**config.mk**
```make
export PLATFORM = sky130hd
export DESIGN_NAME = sync_length_frame_deframer
export DESIGN_NICKNAME = d
export VERILOG_FILES = /design/src/rtl/slfd_pkg.sv /design/src/rtl/sync_length_frame_deframer.sv
export SDC_FILE = /design/constraint.sdc
export NUM_CORES = 1
export LEC_CHECK = 0
export BUFFER_PORTS_ARGS = -buffer_cell sky130_fd_sc_hd__buf_2
export CAP_MARGIN = 20
export CORE_ASPECT_RATIO = 1.25
export CORE_UTILIZATION = 33
export DETAILED_ROUTE_END_ITERATION = 7
export SLEW_MARGIN = 25
export SYNTH_ARGS = -nofsm -noshare
export SYNTH_HDL_FRONTEND = slang
export SYNTH_SLANG_ARGS = --single-unit
```
**constraint.sdc**
```tcl
create_clock -name clk_i -period 5.1 [get_ports clk_i]
set_clock_uncertainty 0.05 [all_clocks]
set_input_delay 0 -clock clk_i [delete_from_list [all_inputs] [get_ports clk_i]]
set_output_delay 0 -clock clk_i [all_outputs]
set_load 0.05 [all_outputs]
```
**src/rtl/slfd_pkg.sv**
```systemverilog
`timescale 1ns / 1ps
// slfd_pkg: shared types and constants for the sync/length frame deframer
// no dependencies

package slfd_pkg;

  // header layout
  localparam int unsigned AddrBytes = 6;
  localparam int unsigned AddrW     = 8 * AddrBytes;
  localparam int unsigned AddrCntW  = 3;

  // register reset values
  localparam logic [7:0] SyncFirstRst  = 8'd251;
  localparam logic [7:0] SyncSecondRst = 8'd63;
  localparam logic [7:0] SyncThirdRst  = 8'd114;

  // register indexes (word address bits)
  typedef enum logic [1:0] {
    REG_SYNC_FIRST  = 2'd0,
    REG_SYNC_SECOND = 2'd1,
    REG_SYNC_THIRD  = 2'd2,
    REG_NONE        = 2'd3
  } reg_idx_e;

  // deframer phase
  typedef enum logic [2:0] {
    PH_HUNT1   = 3'd0,
    PH_HUNT2   = 3'd1,
    PH_HUNT3   = 3'd2,
    PH_ADDR    = 3'd3,
    PH_LEN     = 3'd4,
    PH_PAYLOAD = 3'd5
  } phase_e;

endpackage

```
**src/rtl/sync_length_frame_deframer.sv**
```systemverilog
`timescale 1ns / 1ps
// sync_length_frame_deframer: hunts a three-byte start pattern, captures the
// source address and length, and emits tagged payload bytes
// depends on slfd_pkg
//
//   channel | direction | handshake              | payload
//   --------+-----------+------------------------+-------------------------------
//   rx      | in        | rx_valid_i/rx_ready_o  | rx_byte_i
//   res     | out       | res_valid_o/res_ready_i| payload_byte_o, byte_index_o,
//           |           |                        | frame_length_o, source_address_o,
//           |           |                        | last_byte_o, empty_frame_o
//   cfg     | in        | apb psel/penable       | paddr, pwdata, prdata
//
// one byte per clock while rx_ready_o is high; every taken byte passes the
// next-state logic into the state registers and the result register, so a
// result appears in the cycle after its byte is taken
// rx_ready_o is high while the result register is empty or being drained
// a stalled result holds the input side only when the result register is full
// reset puts the block in the hunt phase with the default start pattern

module sync_length_frame_deframer (
  input  logic        clk_i,
  input  logic        rst_ni,
  // byte input
  input  logic        rx_valid_i,
  output logic        rx_ready_o,
  input  logic [7:0]  rx_byte_i,
  // result output
  output logic        res_valid_o,
  input  logic        res_ready_i,
  output logic [7:0]  payload_byte_o,
  output logic [7:0]  byte_index_o,
  output logic [7:0]  frame_length_o,
  output logic [47:0] source_address_o,
  output logic        last_byte_o,
  output logic        empty_frame_o,
  // configuration
  input  logic        psel,
  input  logic        penable,
  input  logic        pwrite,
  input  logic [3:0]  paddr,
  input  logic [31:0] pwdata,
  output logic [31:0] prdata,
  output logic        pready
);

  logic [7:0] sync_first_q, sync_second_q, sync_third_q;

  slfd_pkg::phase_e                 phase_q, phase_d;
  logic [slfd_pkg::AddrW-1:0]       addr_q, addr_d;
  logic [slfd_pkg::AddrCntW-1:0]    addr_cnt_q, addr_cnt_d;
  logic [7:0]                       decl_len_q, decl_len_d;
  logic [7:0]                       pay_cnt_q, pay_cnt_d;

  logic        res_valid_q;
  logic [7:0]  res_byte_q, res_idx_q, res_len_q;
  logic [47:0] res_addr_q;
  logic        res_last_q, res_empty_q;

  logic        rx_fire;
  logic        emit;
  logic [7:0]  emit_byte, emit_idx, emit_len;
  logic        emit_last, emit_empty;
  logic        pay_last;
  slfd_pkg::phase_e hunt_next;
  slfd_pkg::reg_idx_e reg_sel;
  logic        cfg_wr;

  // configuration port
  assign pready  = 1'b1;
  assign reg_sel = slfd_pkg::reg_idx_e'(paddr[3:2]);
  assign cfg_wr  = psel && penable && pwrite && pready;

  always_ff @(posedge clk_i or negedge rst_ni) begin
    if (!rst_ni) begin
      sync_first_q  <= slfd_pkg::SyncFirstRst;
      sync_second_q <= slfd_pkg::SyncSecondRst;
      sync_third_q  <= slfd_pkg::SyncThirdRst;
    end else if (cfg_wr) begin
      unique case (reg_sel)
        slfd_pkg::REG_SYNC_FIRST:  sync_first_q  <= pwdata[7:0];
        slfd_pkg::REG_SYNC_SECOND: sync_second_q <= pwdata[7:0];
        slfd_pkg::REG_SYNC_THIRD:  sync_third_q  <= pwdata[7:0];
        default: ;
      endcase
    end
  end

  // register readback
  always_comb begin
    unique case (reg_sel)
      slfd_pkg::REG_SYNC_FIRST:  prdata = {24'd0, sync_first_q};
      slfd_pkg::REG_SYNC_SECOND: prdata = {24'd0, sync_second_q};
      slfd_pkg::REG_SYNC_THIRD:  prdata = {24'd0, sync_third_q};
      default:                   prdata = 32'd0;
    endcase
  end

  // input handshake
  assign rx_ready_o = !res_valid_q || res_ready_i;
  assign rx_fire    = rx_valid_i && rx_ready_o;

  // a mismatched start byte is rechecked as a first start byte
  assign hunt_next = (rx_byte_i == sync_first_q) ? slfd_pkg::PH_HUNT2 : slfd_pkg::PH_HUNT1;
  assign pay_last  = ({1'b0, pay_cnt_q} + 9'd1) >= {1'b0, decl_len_q};

  // next state and result
  always_comb begin
    phase_d    = phase_q;
    addr_d     = addr_q;
    addr_cnt_d = addr_cnt_q;
    decl_len_d = decl_len_q;
    pay_cnt_d  = pay_cnt_q;
    emit       = 1'b0;
    emit_byte  = 8'd0;
    emit_idx   = 8'd0;
    emit_len   = 8'd0;
    emit_last  = 1'b0;
    emit_empty = 1'b0;
    unique case (phase_q)
      slfd_pkg::PH_HUNT2: begin
        phase_d = (rx_byte_i == sync_second_q) ? slfd_pkg::PH_HUNT3 : hunt_next;
      end
      slfd_pkg::PH_HUNT3: begin
        if (rx_byte_i == sync_third_q) begin
          phase_d    = slfd_pkg::PH_ADDR;
          addr_cnt_d = '0;
        end else begin
          phase_d = hunt_next;
        end
      end
      slfd_pkg::PH_ADDR: begin
        addr_d     = {addr_q[slfd_pkg::AddrW-9:0], rx_byte_i};
        addr_cnt_d = addr_cnt_q + 3'd1;
        if (addr_cnt_d >= slfd_pkg::AddrCntW'(slfd_pkg::AddrBytes)) begin
          phase_d = slfd_pkg::PH_LEN;
        end
      end
      slfd_pkg::PH_LEN: begin
        decl_len_d = rx_byte_i;
        pay_cnt_d  = 8'd0;
        if (rx_byte_i == 8'd0) begin
          // zero length: one empty result, then hunt again
          emit       = 1'b1;
          emit_last  = 1'b1;
          emit_empty = 1'b1;
          phase_d    = slfd_pkg::PH_HUNT1;
          addr_cnt_d = '0;
        end else begin
          phase_d = slfd_pkg::PH_PAYLOAD;
        end
      end
      slfd_pkg::PH_PAYLOAD: begin
        emit      = 1'b1;
        emit_byte = rx_byte_i;
        emit_idx  = pay_cnt_q;
        emit_len  = decl_len_q;
        emit_last = pay_last;
        if (pay_last) begin
          phase_d    = slfd_pkg::PH_HUNT1;
          addr_cnt_d = '0;
          pay_cnt_d  = 8'd0;
        end else begin
          pay_cnt_d = pay_cnt_q + 8'd1;
        end
      end
      default: begin
        phase_d = hunt_next;
      end
    endcase
  end

  // state registers
  always_ff @(posedge clk_i or negedge rst_ni) begin
    if (!rst_ni) begin
      phase_q    <= slfd_pkg::PH_HUNT1;
      addr_q     <= '0;
      addr_cnt_q <= '0;
      decl_len_q <= 8'd0;
      pay_cnt_q  <= 8'd0;
    end else if (rx_fire) begin
      phase_q    <= phase_d;
      addr_q     <= addr_d;
      addr_cnt_q <= addr_cnt_d;
      decl_len_q <= decl_len_d;
      pay_cnt_q  <= pay_cnt_d;
    end
  end

  // result valid
  always_ff @(posedge clk_i or negedge rst_ni) begin
    if (!rst_ni) begin
      res_valid_q <= 1'b0;
    end else if (rx_ready_o) begin
      res_valid_q <= rx_fire && emit;
    end
  end

  // result payload
  always_ff @(posedge clk_i) begin
    if (rx_fire && emit) begin
      res_byte_q  <= emit_byte;
      res_idx_q   <= emit_idx;
      res_len_q   <= emit_len;
      res_addr_q  <= addr_q;
      res_last_q  <= emit_last;
      res_empty_q <= emit_empty;
    end
  end

  assign res_valid_o      = res_valid_q;
  assign payload_byte_o   = res_byte_q;
  assign byte_index_o     = res_idx_q;
  assign frame_length_o   = res_len_q;
  assign source_address_o = res_addr_q;
  assign last_byte_o      = res_last_q;
  assign empty_frame_o    = res_empty_q;

`ifndef NO_ASSERTIONS
  // empty frame result is always the last one and carries zero data
  a_empty_is_last: assert property (@(posedge clk_i) disable iff (!rst_ni)
    res_valid_q && res_empty_q |-> res_last_q && res_byte_q == 8'd0 && res_len_q == 8'd0)
    else $error("empty frame result malformed");

  // payload index stays below the declared length
  a_idx_in_range: assert property (@(posedge clk_i) disable iff (!rst_ni)
    res_valid_q && !res_empty_q |-> res_idx_q < res_len_q)
    else $error("payload index beyond frame length");

  // last payload byte sits at the final index
  a_last_at_end: assert property (@(posedge clk_i) disable iff (!rst_ni)
    res_valid_q && !res_empty_q && res_last_q |-> res_idx_q == res_len_q - 8'd1)
    else $error("last flag at wrong index");

  // address counter never passes the header size
  a_addr_cnt: assert property (@(posedge clk_i) disable iff (!rst_ni)
    phase_q == slfd_pkg::PH_ADDR |-> addr_cnt_q < 3'(slfd_pkg::AddrBytes))
    else $error("address counter overrun");

  // sixth address byte moves to the length phase
  a_addr_to_len: assert property (@(posedge clk_i) disable iff (!rst_ni)
    rx_fire && phase_q == slfd_pkg::PH_ADDR && addr_cnt_q == 3'(slfd_pkg::AddrBytes - 1)
    |=> phase_q == slfd_pkg::PH_LEN)
    else $error("missed length phase");
`endif

endmodule
```
After elaboration in Yosys (flattened, before gate mapping)
Cells that the tools add are included.

Equal/unequal tests: 14. $lt $le $gt $ge: 2. Reduce and logical (&&, ||, !) cells: 18. Add/sub/neg operators: 3. Mux-type cells: 16.

Operators with widths (count): 8-bit equality test (3); 8-bit case mux with 3 select lines (1); 8-bit case mux with 2 select lines (1); 3-bit 2-to-1 mux (5); 3-bit case mux with 5 select lines (1); 3-bit case mux with 4 select lines (1); 2-bit AND reduction (6); 8-bit by 1-bit adder with 9-bit output (second input constant) (1); 9-bit by 8-bit >= comparator with 1-bit output (1); 8-bit by 1-bit adder with 8-bit output (second input constant) (1); 8-bit logical NOT (1); 8-bit 2-to-1 mux (1); 2-bit inequality test (second input constant) (4); 3-bit by 2-bit equality test with 1-bit output (second input constant) (2); 3-bit equality test (second input constant) (2); 5-bit AND reduction (1); 1-bit logical AND (4); 2-bit 2-to-1 mux (2); 1-bit case mux with 2 select lines (2); 4-bit nonzero test (1); 3-bit by 1-bit adder with 3-bit output (second input constant) (1); 3-bit by 1-bit equality test with 1-bit output (second input constant) (1); 3-bit >= comparator (second input constant) (1); 3-bit AND reduction (1); 7 further kinds (8).

Output and inout bits: 109. Register bits: 169. Word-level logic and storage cells: 68.

Longest topological paths before layout
Gate-level depths: netlist of run 1.

Depth after elaboration: 4. Mapped depth: 12. Mapped depth without buffers: 11.

Worst setup path after synthesis of run 1
Ideal clock, no wire load.

Kind: register to register. From: reg res_valid_q (netlist: res_valid_o). To: reg res_idx_q[0] (netlist: byte_index_o[0]), enable pin. Cell stages (with the launch flop): 6. Path slack: -126 ps. Data required time: 4542 ps. Arrival: 4669 ps. Library setup time: 508 ps. Clock period less this slack: 5226 ps. Path through: dfrtp_1 > nand2b_1 > and2_1 > nand2_1 > clkbuf_1 > nor2_1.

Longest elaborated chain between the ends: 4.

RTL lines: start, declared (line sync_length_frame_deframer.sv:55) `logic res_valid_q;`; start signal, assigned (line sync_length_frame_deframer.sv:195) `res_valid_q <= rx_fire && emit;`; 1-bit logical NOT (line sync_length_frame_deframer.sv:100) `assign rx_ready_o = !res_valid_q || res_ready_i;`; 1-bit logical OR (line sync_length_frame_deframer.sv:100); via rx_ready_o (line sync_length_frame_deframer.sv:26) `output logic rx_ready_o,`; 1-bit logical AND (line sync_length_frame_deframer.sv:101) `assign rx_fire = rx_valid_i && rx_ready_o;`; 1-bit logical AND (line sync_length_frame_deframer.sv:201) `if (rx_fire && emit) begin`; end signal, assigned (line sync_length_frame_deframer.sv:203) `res_idx_q <= emit_idx;`; end, declared (line sync_length_frame_deframer.sv:56) `logic [7:0] res_byte_q, res_idx_q, res_len_q;`.

The timed path passes the listed nets, and every way through them passes these cells. A chain may end at the register's enable or synchronous reset.

Worst setup path in the final report of run 1
From: reg pay_cnt_q[0]. To: reg phase_q[1].

Longest elaborated chain between the ends: 4.

RTL lines: start, declared (line sync_length_frame_deframer.sv:53) `logic [7:0] pay_cnt_q, pay_cnt_d;`; start signal, assigned (line sync_length_frame_deframer.sv:186) `pay_cnt_q <= pay_cnt_d;`; 8-bit by 1-bit adder with 9-bit output (line sync_length_frame_deframer.sv:105) `assign pay_last = ({1'b0, pay_cnt_q} + 9'd1) >= {1'b0, decl_len_q};`; 9-bit by 8-bit >= comparator with 1-bit output (line sync_length_frame_deframer.sv:105); 2-bit inequality test (no line); 3-bit AND reduction (no line); end signal, assigned (line sync_length_frame_deframer.sv:176) `phase_q <= slfd_pkg::PH_HUNT1;`; end signal, assigned (line sync_length_frame_deframer.sv:182) `phase_q <= phase_d;`; end, declared (line sync_length_frame_deframer.sv:49) `slfd_pkg::phase_e phase_q, phase_d;`.

No other way between the ends.

==> results of run 1 <==
-- registers in the layout, indices dropped and copies added, names as in the netlist, 8 cells and up --
register and count:
pay_cnt_q 8, payload_byte_o 8, sync_third_q 8, source_address_o 48, byte_index_o 8, addr_q 48, sync_first_q 8, decl_len_q 8
frame_length_o 8, sync_second_q 8
-- critical path, cell delays in order (launching register included) --
cell	delay (ns)
dfrtp_1	0.46
ha_1	0.23
nand3_1	0.14
nor2_1	0.16
xor2_1	0.26
ha_1	0.30
and3_1	0.18
a221o_1	0.33
or3b_4	0.39
a21oi_4	0.20
or3_4	0.20
mux2_4	0.30
-- through the flow --
stage               power, uW  hold slack (ns)  instances  area (um^2)  setup slack [ns]
finish                   3180           0.0153        911         8810              1.79
global route             3310           0.0352        911         8810              1.63
CTS                      3220          0.00691        910         8780              1.78
detailed placement       1880           -0.118        859         7960              1.82
global placement         1870           -0.134        859         7960              1.87
floorplan                1810           -0.346        515         7340              1.12
-- logic make-up after synthesis --
group / count (synthesis) / share of synthesized area
adders and majority gates: 12 / 0.0207
other: 2 / 0.00104
DFF: 169 / 0.637
buffers and inverters: 56 / 0.0476
AOI/OAI and AO/OA: 31 / 0.0310
xor gates and xnor gates: 32 / 0.0386
muxes: 93 / 0.145
and+or+nand+nor: 97 / 0.0797
-- synthesized netlist by cell type (2+ instances only) --
cell type,number,area share
a21o_1,3,0.0031
a21oi_1,4,0.0028
a221o_1,2,0.0028
a22o_1,7,0.0084
and2_1,26,0.022
and3_1,3,0.0026
buf_2,6,0.0041
buf_4,28,0.029
buf_6,3,0.0047
clkbuf_1,8,0.0041
conb_1,2,0.0010
dfrtp_1,78,0.27
dfstp_2,17,0.062
edfxtp_1,74,0.31
ha_1,12,0.021
inv_1,9,0.0047
mux2_1,2,0.0031
mux2_2,80,0.12
mux2_4,3,0.0062
mux2i_1,8,0.011
nand2_1,21,0.011
nand2b_1,4,0.0034
nand3_1,6,0.0041
nand4_1,3,0.0026
nor2_1,11,0.0057
nor2b_1,2,0.0017
nor3_1,4,0.0028
nor3_2,2,0.0028
nor4_1,3,0.0026
nor4_4,2,0.0059
o21ai_0,10,0.0069
o41ai_1,2,0.0024
or3_4,2,0.0031
xnor2_1,14,0.017
xor2_1,18,0.022
-- metal layers --
layer	global-route usage	vias up	wire (um)
li1	-	1948	-
met1	0.166	2019	6210
met2	0.212	118	6720
met3	0.0298	13	556
met4	0.0484	0	200
met5	0	-	0
-- layout make-up --
| cell class | instances | area share |
|---|---|---|
| timing repair buffer | 131 | 0.0900 |
| inverter | 10 | 0.00426 |
| tap | 279 | 0.0396 |
| multi-input combinational | 290 | 0.271 |
| clock inverter | 15 | 0.0224 |
| sequential | 169 | 0.524 |
| clock buffer | 17 | 0.0483 |
-- report_power, final --
part | internal, uW | total, uW | switching (uW)
clock network | 713 | 1320 | 604
registers | 1500 | 1550 | 57.7
logic | 124 | 313 | 188
-- final timing paths --
kind | startpoint | cells past startpoint | endpoint | slack, ns
setup / recovery | pay_cnt_q[0]$_DFFE_PN0P_ | 11 | phase_q[1]$_DFFE_PN0P_ | 1.79
hold / removal | rst_ni | 3 | addr_q[35]$_DFFE_PN0P_ | 0.02
setup reg to reg | pay_cnt_q[0]$_DFFE_PN0P_ | 11 | phase_q[1]$_DFFE_PN0P_ | 1.79
hold reg to reg | addr_q[46]$_DFFE_PN0P_ | 0 | source_address_o[46]$_DFFE_PP_ | 0.39
max in group asynchronous | rst_ni | 4 | pay_cnt_q[0]$_DFFE_PN0P_ | 4.34
min in group clk_i | rx_byte_i[0] | 2 | addr_q[0]$_DFFE_PN0P_ | 0.02
==> metrics.yaml, run 1 <==
status: "finished clean"
drcViolationCount: 0
final_core_util: 0.409
drt_iter0_drc: 127
ys_seq_area_frac: 0.637
hp-class: "primary input to asynchronous set/reset pin"
fill_cells: 2012
grt_pass1_vias: 4143
clockRootBuffer: "clkbuf_16"
clk_latency_ns: 0.42
fp-row-count: 60
ys_seq_elements: 169
start_util: 0.337
gr-usage-all-layers: 0.129
layout_commonest_cell: "buf_2"
cap_violations: 0
nets: 682
fin_crit_ns: 3.31
drive_gt1_frac: 0.410
multi_input_area_um2: 2390
synth_area_um2: 7260
end_kind: "flip-flop"
critPathArrivalTime_ns: 3.56
seq_area_um2: 4620
detailedPlacementHpwl_um: 9520
area_delta_synth_final_pct: 21.4
portBuffers: 108
slew_viol_final: 0
routed_wl_um: 13700
grt_first_pass_wirelength_um: 22300
hold_viol_final: 0
routedWlPerCell_um: 15.0
design.die.area_um2: 22600
gr-total-overflow: 0
numCtsBuffers: 17
drt-pass1-iter-count: 4
crit_required_ns: 5.36
finalSetupTns_ns: 0
async_flop_share: 0.562
place_congestion: 0.766
ctsResizeCount: 0
fmax_mhz: 302
vias: 4098
clock-sinks: 169
pwr_density_cell_nw_per_um2: 361
htree_levels: 4
tightest_slew_ns: 0.833
peakVddDrop_mv: 0.217
crit_fanout: 7
vias_per_cell: 4.50
die_h_um: 168
ios: 160
p_leak_uw: 0.00379
die_w_um: 135
setup_violations: 0
synthCells: 492
postCtsSetupBuffers: 0
ys_warn_count: 0
synth-edff-count: 74
synth_cell_types: 48
cts.clk_slew.worst_paths_ns: 0.07
antenna_left: 0
critPathLaunchType: "flip-flop"
clock_path_buffers: 2
hold_buffers: 19
cts_tree: "built"
grt_max_degree: 72
syn_area_per_cell_um2: 14.7
grt_setup_unrepaired: "no"
worstSetupPathType: "flip-flop to flip-flop"
antenna_found_initial: 0
final_cell_mix: "107 x buf_2, 80 x mux2_2, 78 x dfrtp_1"
synthFlopType: "dfrtp_1"
slew_headroom: 0.445
finalCritPeriodShare: 0.649
num_antenna_cells: 0
core_um2: 21500
No activity file was read; power rests on OpenSTA's default activity.
==> run 2, diff against run 1 <==
- clock period: 5.1 -> 3.2 ns (I/O delays scaled with it)
==> run 2 against run 1 <==
Clock-buffer cell count did not move. Highest routed layer unchanged. Wire length rose by 2.9%. Global-route usage rose by 0.31 points. Cell area rose by 0.65%. Worst setup slack got worse by 1.7 ns. Register-to-register slack got worse by 1.7 ns. Sequential power rose by 59%. Total power rose by 59%. Combinational power rose by 58%. Sequential cell count did not move. Critical endpoint is now phase_q[2]$_DFFE_PN0P_. Utilization rose by 0.27 points. Sequential share of layout area fell by 0.31 points.
==> metrics.yaml, run 2 (same netlist as run 1, synthesis figures left out) <==
drt_iter0_drc: 173
crit_required_ns: 3.46
rr_worst_depth: 11
die_h_um: 168
finalPower_uw: 5070
vias: 4153
hold_viol_final: 0
finalCritPeriodShare: 0.968
min_path_cells: 2
use_met3: 0.0316
core_um2: 21500
drive_gt1_frac: 0.429
grt_busiest_layer: "met2"
min_to: "addr_q[0]$_DFFE_PN0P_"
p_leak_uw: 0.00385
grt_pass1_vias: 4217
critPathLaunchType: "flip-flop"
dp.cells: 865
drt-pass1-iter-count: 4
design.die.area_um2: 22600
tightest_slew_ns: 0.754
cap_violations: 0
htree_levels: 4
routedWlPerCell_um: 15.3
fin_cells: 918
worstSetupPathType: "flip-flop to flip-flop"
vias_per_cell: 4.52
final_cell_mix: "107 x buf_2, 80 x mux2_2, 76 x dfrtp_1"
antenna_found_initial: 0
min-delay-start: "rx_byte_i[0]"
hold_slack_ns: 0.0228
slew_viol_final: 0
drcViolationCount: 0
grt_first_pass_wirelength_um: 22800
layout_commonest_cell: "buf_2"
gr-usage-all-layers: 0.132
clock_path_buffers: 2
ios: 160
r2r_end: "phase_q[2]$_DFFE_PN0P_"
clock-sinks: 169
post-place-ws_ns: 0.0333
pwr_density_cell_nw_per_um2: 572
fp-row-count: 60
place_area_um2: 8010
r2r_slack_ns: 0.10
cts.clk_slew.worst_paths_ns: 0.07
hp-class: "primary input to flip-flop"
die_w_um: 135
slew_headroom: 0.495
met1_usage: 0.164
r2r_start: "pay_cnt_q[1]$_DFFE_PN0P_"
routed_wl_um: 14100
cts_tree: "built"
gr-total-overflow: 0
end_kind: "flip-flop"
num_antenna_cells: 0
setup_violations: 0
nets: 689
setup_slack_ns: 0.103
numCtsBuffers: 17
status: "finished clean"
gr-usage-met2: 0.224
crit_fanout: 5
antenna_left: 0
peakVddDrop_mv: 0.376
critPathArrivalTime_ns: 3.36
cp-startpoint: "pay_cnt_q[1]$_DFFE_PN0P_"
clk_latency_ns: 0.42
portBuffers: 108
grt_max_degree: 44
start_util: 0.337
place_congestion: 0.789
area_delta_synth_final_pct: 22.2
fin_crit_ns: 3.10
detailedPlacementHpwl_um: 9840
clockRootBuffer: "clkbuf_16"
fin_area_um2: 8870
fmax_mhz: 323
run 2: changes by cell type in the layout (fill, tap and decap cells not counted), moves of 2 or more:
| cell | change |
|---|---|
| dfrtp_2 | +2 |
| xnor2_2 | +2 |
| inv_8 | -2 |
| clkinv_4 | +3 |
| nor2_1 | -2 |
| nor2_2 | +2 |
| dfrtp_1 | -2 |
| clkinvlp_4 | -2 |
| buf_4 | +8 |
| xnor2_1 | -2 |
run 2: area by class of cell:
type | count | area [um^2]
inverters | 10 | 37.5
multi-input cells | 290 | 2410
fillers | 2038 | 12700
flip-flops and latches | 169 | 4620
clock inverters | 15 | 195
clock buffers | 17 | 425
well taps | 279 | 349
repair buffers | 138 | 826
run 2: worst max-delay path: stages, from the launching register on:
cell	delay [ns]
dfrtp_1	0.43
ha_2	0.22
nand3_2	0.10
nor2_2	0.10
xor2_1	0.22
ha_1	0.28
and3_1	0.18
a221o_1	0.34
or3b_4	0.39
a21oi_4	0.19
or3_4	0.19
mux2_4	0.30
run 2: power by group:
group / internal [uW] / switching [uW]
logic: 193 / 300
registers: 2380 / 89.9
clock network: 1140 / 966
run 2: layer usage:
metal,share of wire,wire length [um]
met5,0,0
met2,0.49,6920
met1,0.45,6280
met3,0.050,700
met4,0.013,182
run 2: timing repair:
action                                 in CTS  in global routing
hold buffers                               18                  0
resized for setup                           0                  8
buffers inserted                            0                  3
setup endpoints to repair                   0                 12
endpoints found under the hold margin      81                  0
run 2: how the worst max path moves through the flow:
stage                                         end  slack, ns  cells past startpoint
finish                     phase_q[2]$_DFFE_PN0P_       0.10                     11
global route               phase_q[2]$_DFFE_PN0P_      -0.03                     11
CTS                        phase_q[2]$_DFFE_PN0P_      0.004                     11
detailed placement         phase_q[2]$_DFFE_PN0P_       0.03                     11
global placement           phase_q[1]$_DFFE_PN0P_       0.11                     11
floorplan           byte_index_o[0]$_SDFFCE_PN0P_       0.03                      5
run 2: stage by stage:
step	TNS [ns]	util
2_1_floorplan	0	-
3_5_place_dp	0	0.372
3_3_place_gp	0	0.372
5_1_grt	-0.0886	0.412
4_1_cts	0	0.409
6_report	0	0.412
==> run 3, diff against run 2 <==
- SETUP_SLACK_MARGIN: default -> 0.3
==> run 3 against run 2 <==
Sequential share of layout area fell by 0.88 points. Die area stayed put. Total power down 0.41%. Cell area grew 1.7%.
==> metrics.yaml, run 3 (same netlist as run 1, synthesis figures left out) <==
peakVddDrop_mv: 0.344
design.die.area_um2: 22600
drive_gt1_frac: 0.449
vias: 4221
antenna_found_initial: 0
use_met3: 0.0280
clockRootBuffer: "clkbuf_16"
final_core_util: 0.419
place_area_um2: 8010
setup_violations: 0
numCtsBuffers: 17
final_cell_mix: "107 x buf_2, 80 x mux2_2, 77 x dfrtp_1"
fmax_mhz: 329
r2r_slack_ns: 0.16
htree_levels: 4
fin_area_um2: 9020
portBuffers: 108
min-delay-start: "rx_byte_i[7]"
crit_slowest_cell: "or3b_4"
layout_commonest_cell: "buf_2"
crit_required_ns: 3.46
grt_busiest_layer: "met2"
hp-class: "primary input to flip-flop"
crit_chain: "nand3_1 > nor2_2 > nand3_2 > xnor2_2 > ha_1 > and3_4 > a221o_1 > or3b_4 > a21oi_4 > or3_4 > mux2_4"
grt_first_pass_wirelength_um: 22700
crit_buf_inv: 0
area_delta_synth_final_pct: 24.3
gr-usage-met2: 0.216
clk_latency_ns: 0.43
slew_viol_final: 0
tightest_slew_ns: 0.795
critPathArrivalTime_ns: 3.30
min_to: "addr_q[7]$_DFFE_PN0P_"
setup_slack_ns: 0.163
routedWlPerCell_um: 15.4
die_h_um: 168
cts.clk_slew.worst_paths_ns: 0.07
drt-pass1-iter-count: 4
antenna_left: 0
clock_power_share: 0.410
max_stage_delay_ns: 0.42
place_congestion: 0.793
power.share.combinational: 0.100
slew_headroom: 0.467
num_antenna_cells: 0
post-place-ws_ns: 0.0698
internal-power_uw: 3660
gr-usage-all-layers: 0.131
rr_worst_depth: 11
cap_violations: 0
vias_per_cell: 4.56
cts_tree: "built"
fp-row-count: 60
worstSetupPathType: "flip-flop to flip-flop"
start_util: 0.337
clock-sinks: 169
routed_wl_um: 14200
p_sw_frac: 0.275
crit_fanout: 4
grt_setup_unrepaired: "yes"
fin_crit_ns: 3.04
finalSetupTns_ns: 0
clock_path_buffers: 2
finalCritPeriodShare: 0.949
gr-total-overflow: 0
die_w_um: 135
detailedPlacementHpwl_um: 9770
pwr_density_cell_nw_per_um2: 560
r2r_end: "phase_q[2]$_DFFE_PN0P_"
seq_power_share: 0.491
core_um2: 21500
end_kind: "flip-flop"
p_leak_uw: 0.00388
grt_pass1_vias: 4336
critPathLaunchType: "flip-flop"
min_path_cells: 2
nets: 696
ios: 160
drt_iter0_drc: 125
grt_max_degree: 83
cp_top_family: "simple AND/OR/NAND/NOR gates"
p_sw_uw: 1390
met1_usage: 0.167
hold_viol_final: 0
status: "finished clean"
r2r_start: "pay_cnt_q[3]$_DFFE_PN0P_"
drcViolationCount: 0
[run 3: cell count changes in the layout (fill, tap and decap cells not counted), moves of 2 or more]
| cell | delta |
|---|---|
| mux2_4 | +2 |
| nand3_1 | -2 |
| o41ai_1 | -2 |
| inv_12 | +2 |
| inv_8 | -2 |
| mux2_1 | -2 |
| nand3_4 | +2 |
| buf_4 | +5 |
| o41ai_2 | +2 |
[run 3: worst max path at each step]
stage,startpoint,endpoint,slack [ns],depth (start not counted)
after global placement,pay_cnt_q[3]$_DFFE_PN0P_,phase_q[0]$_DFFE_PN0P_,0.17,11
after CTS,pay_cnt_q[0]$_DFFE_PN0P_,phase_q[2]$_DFFE_PN0P_,0.15,11
final,pay_cnt_q[3]$_DFFE_PN0P_,phase_q[2]$_DFFE_PN0P_,0.16,11
after detailed placement,pay_cnt_q[1]$_DFFE_PN0P_,phase_q[1]$_DFFE_PN0P_,0.07,11
after floorplan,pay_cnt_q[0]$_DFFE_PN0P_,phase_q[0]$_DFFE_PN0P_,0.27,11
after global routing,pay_cnt_q[0]$_DFFE_PN0P_,phase_q[2]$_DFFE_PN0P_,0.07,11
[run 3: power by group through the flow]
stage	sequential, uW	combinational [uW]	clock [uW]
6_report	2480	503	2070
5_1_grt	2490	545	2220
4_1_cts	2480	500	2130
3_5_place_dp	2520	479	0
3_3_place_gp	2510	472	0
2_1_floorplan	2490	399	0
[run 3: what timing repair did]
item,4_1_cts,5_1_grt
setup buffers,7,5
endpoints found under the hold margin,106,0
setup endpoints to repair,13,14
hold buffers,18,0
pin swaps,7,16
cloned,0,0
resized for setup,10,10
[run 3: cell type report]
cell class                      count  area, um^2
Clock buffer                       17         425
Timing Repair Buffer              145         895
Clock inverter                     15         191
Fill cell                        1975       12500
Sequential cell                   169        4620
Multi-Input combinational cell    290        2500
Inverter                           10        37.5
Tap cell                          279         349
[run 3: through the flow]
| step | total power, uW | instances | hold slack [ns] |
|---|---|---|---|
| after floorplan | 2890 | 515 | -0.346 |
| after global placement | 2980 | 863 | 0.199 |
| after detailed placement | 3000 | 863 | 0.210 |
| after CTS | 5100 | 920 | 0.000965 |
| after global routing | 5250 | 925 | 0.00971 |
| final | 5050 | 925 | 0.0177 |
[run 3: metal layers]
metal	vias to the layer above	wire length, um
met2	136	6860
met5	-	0
li1	1979	-
met4	0	214
met1	2092	6400
met3	14	719
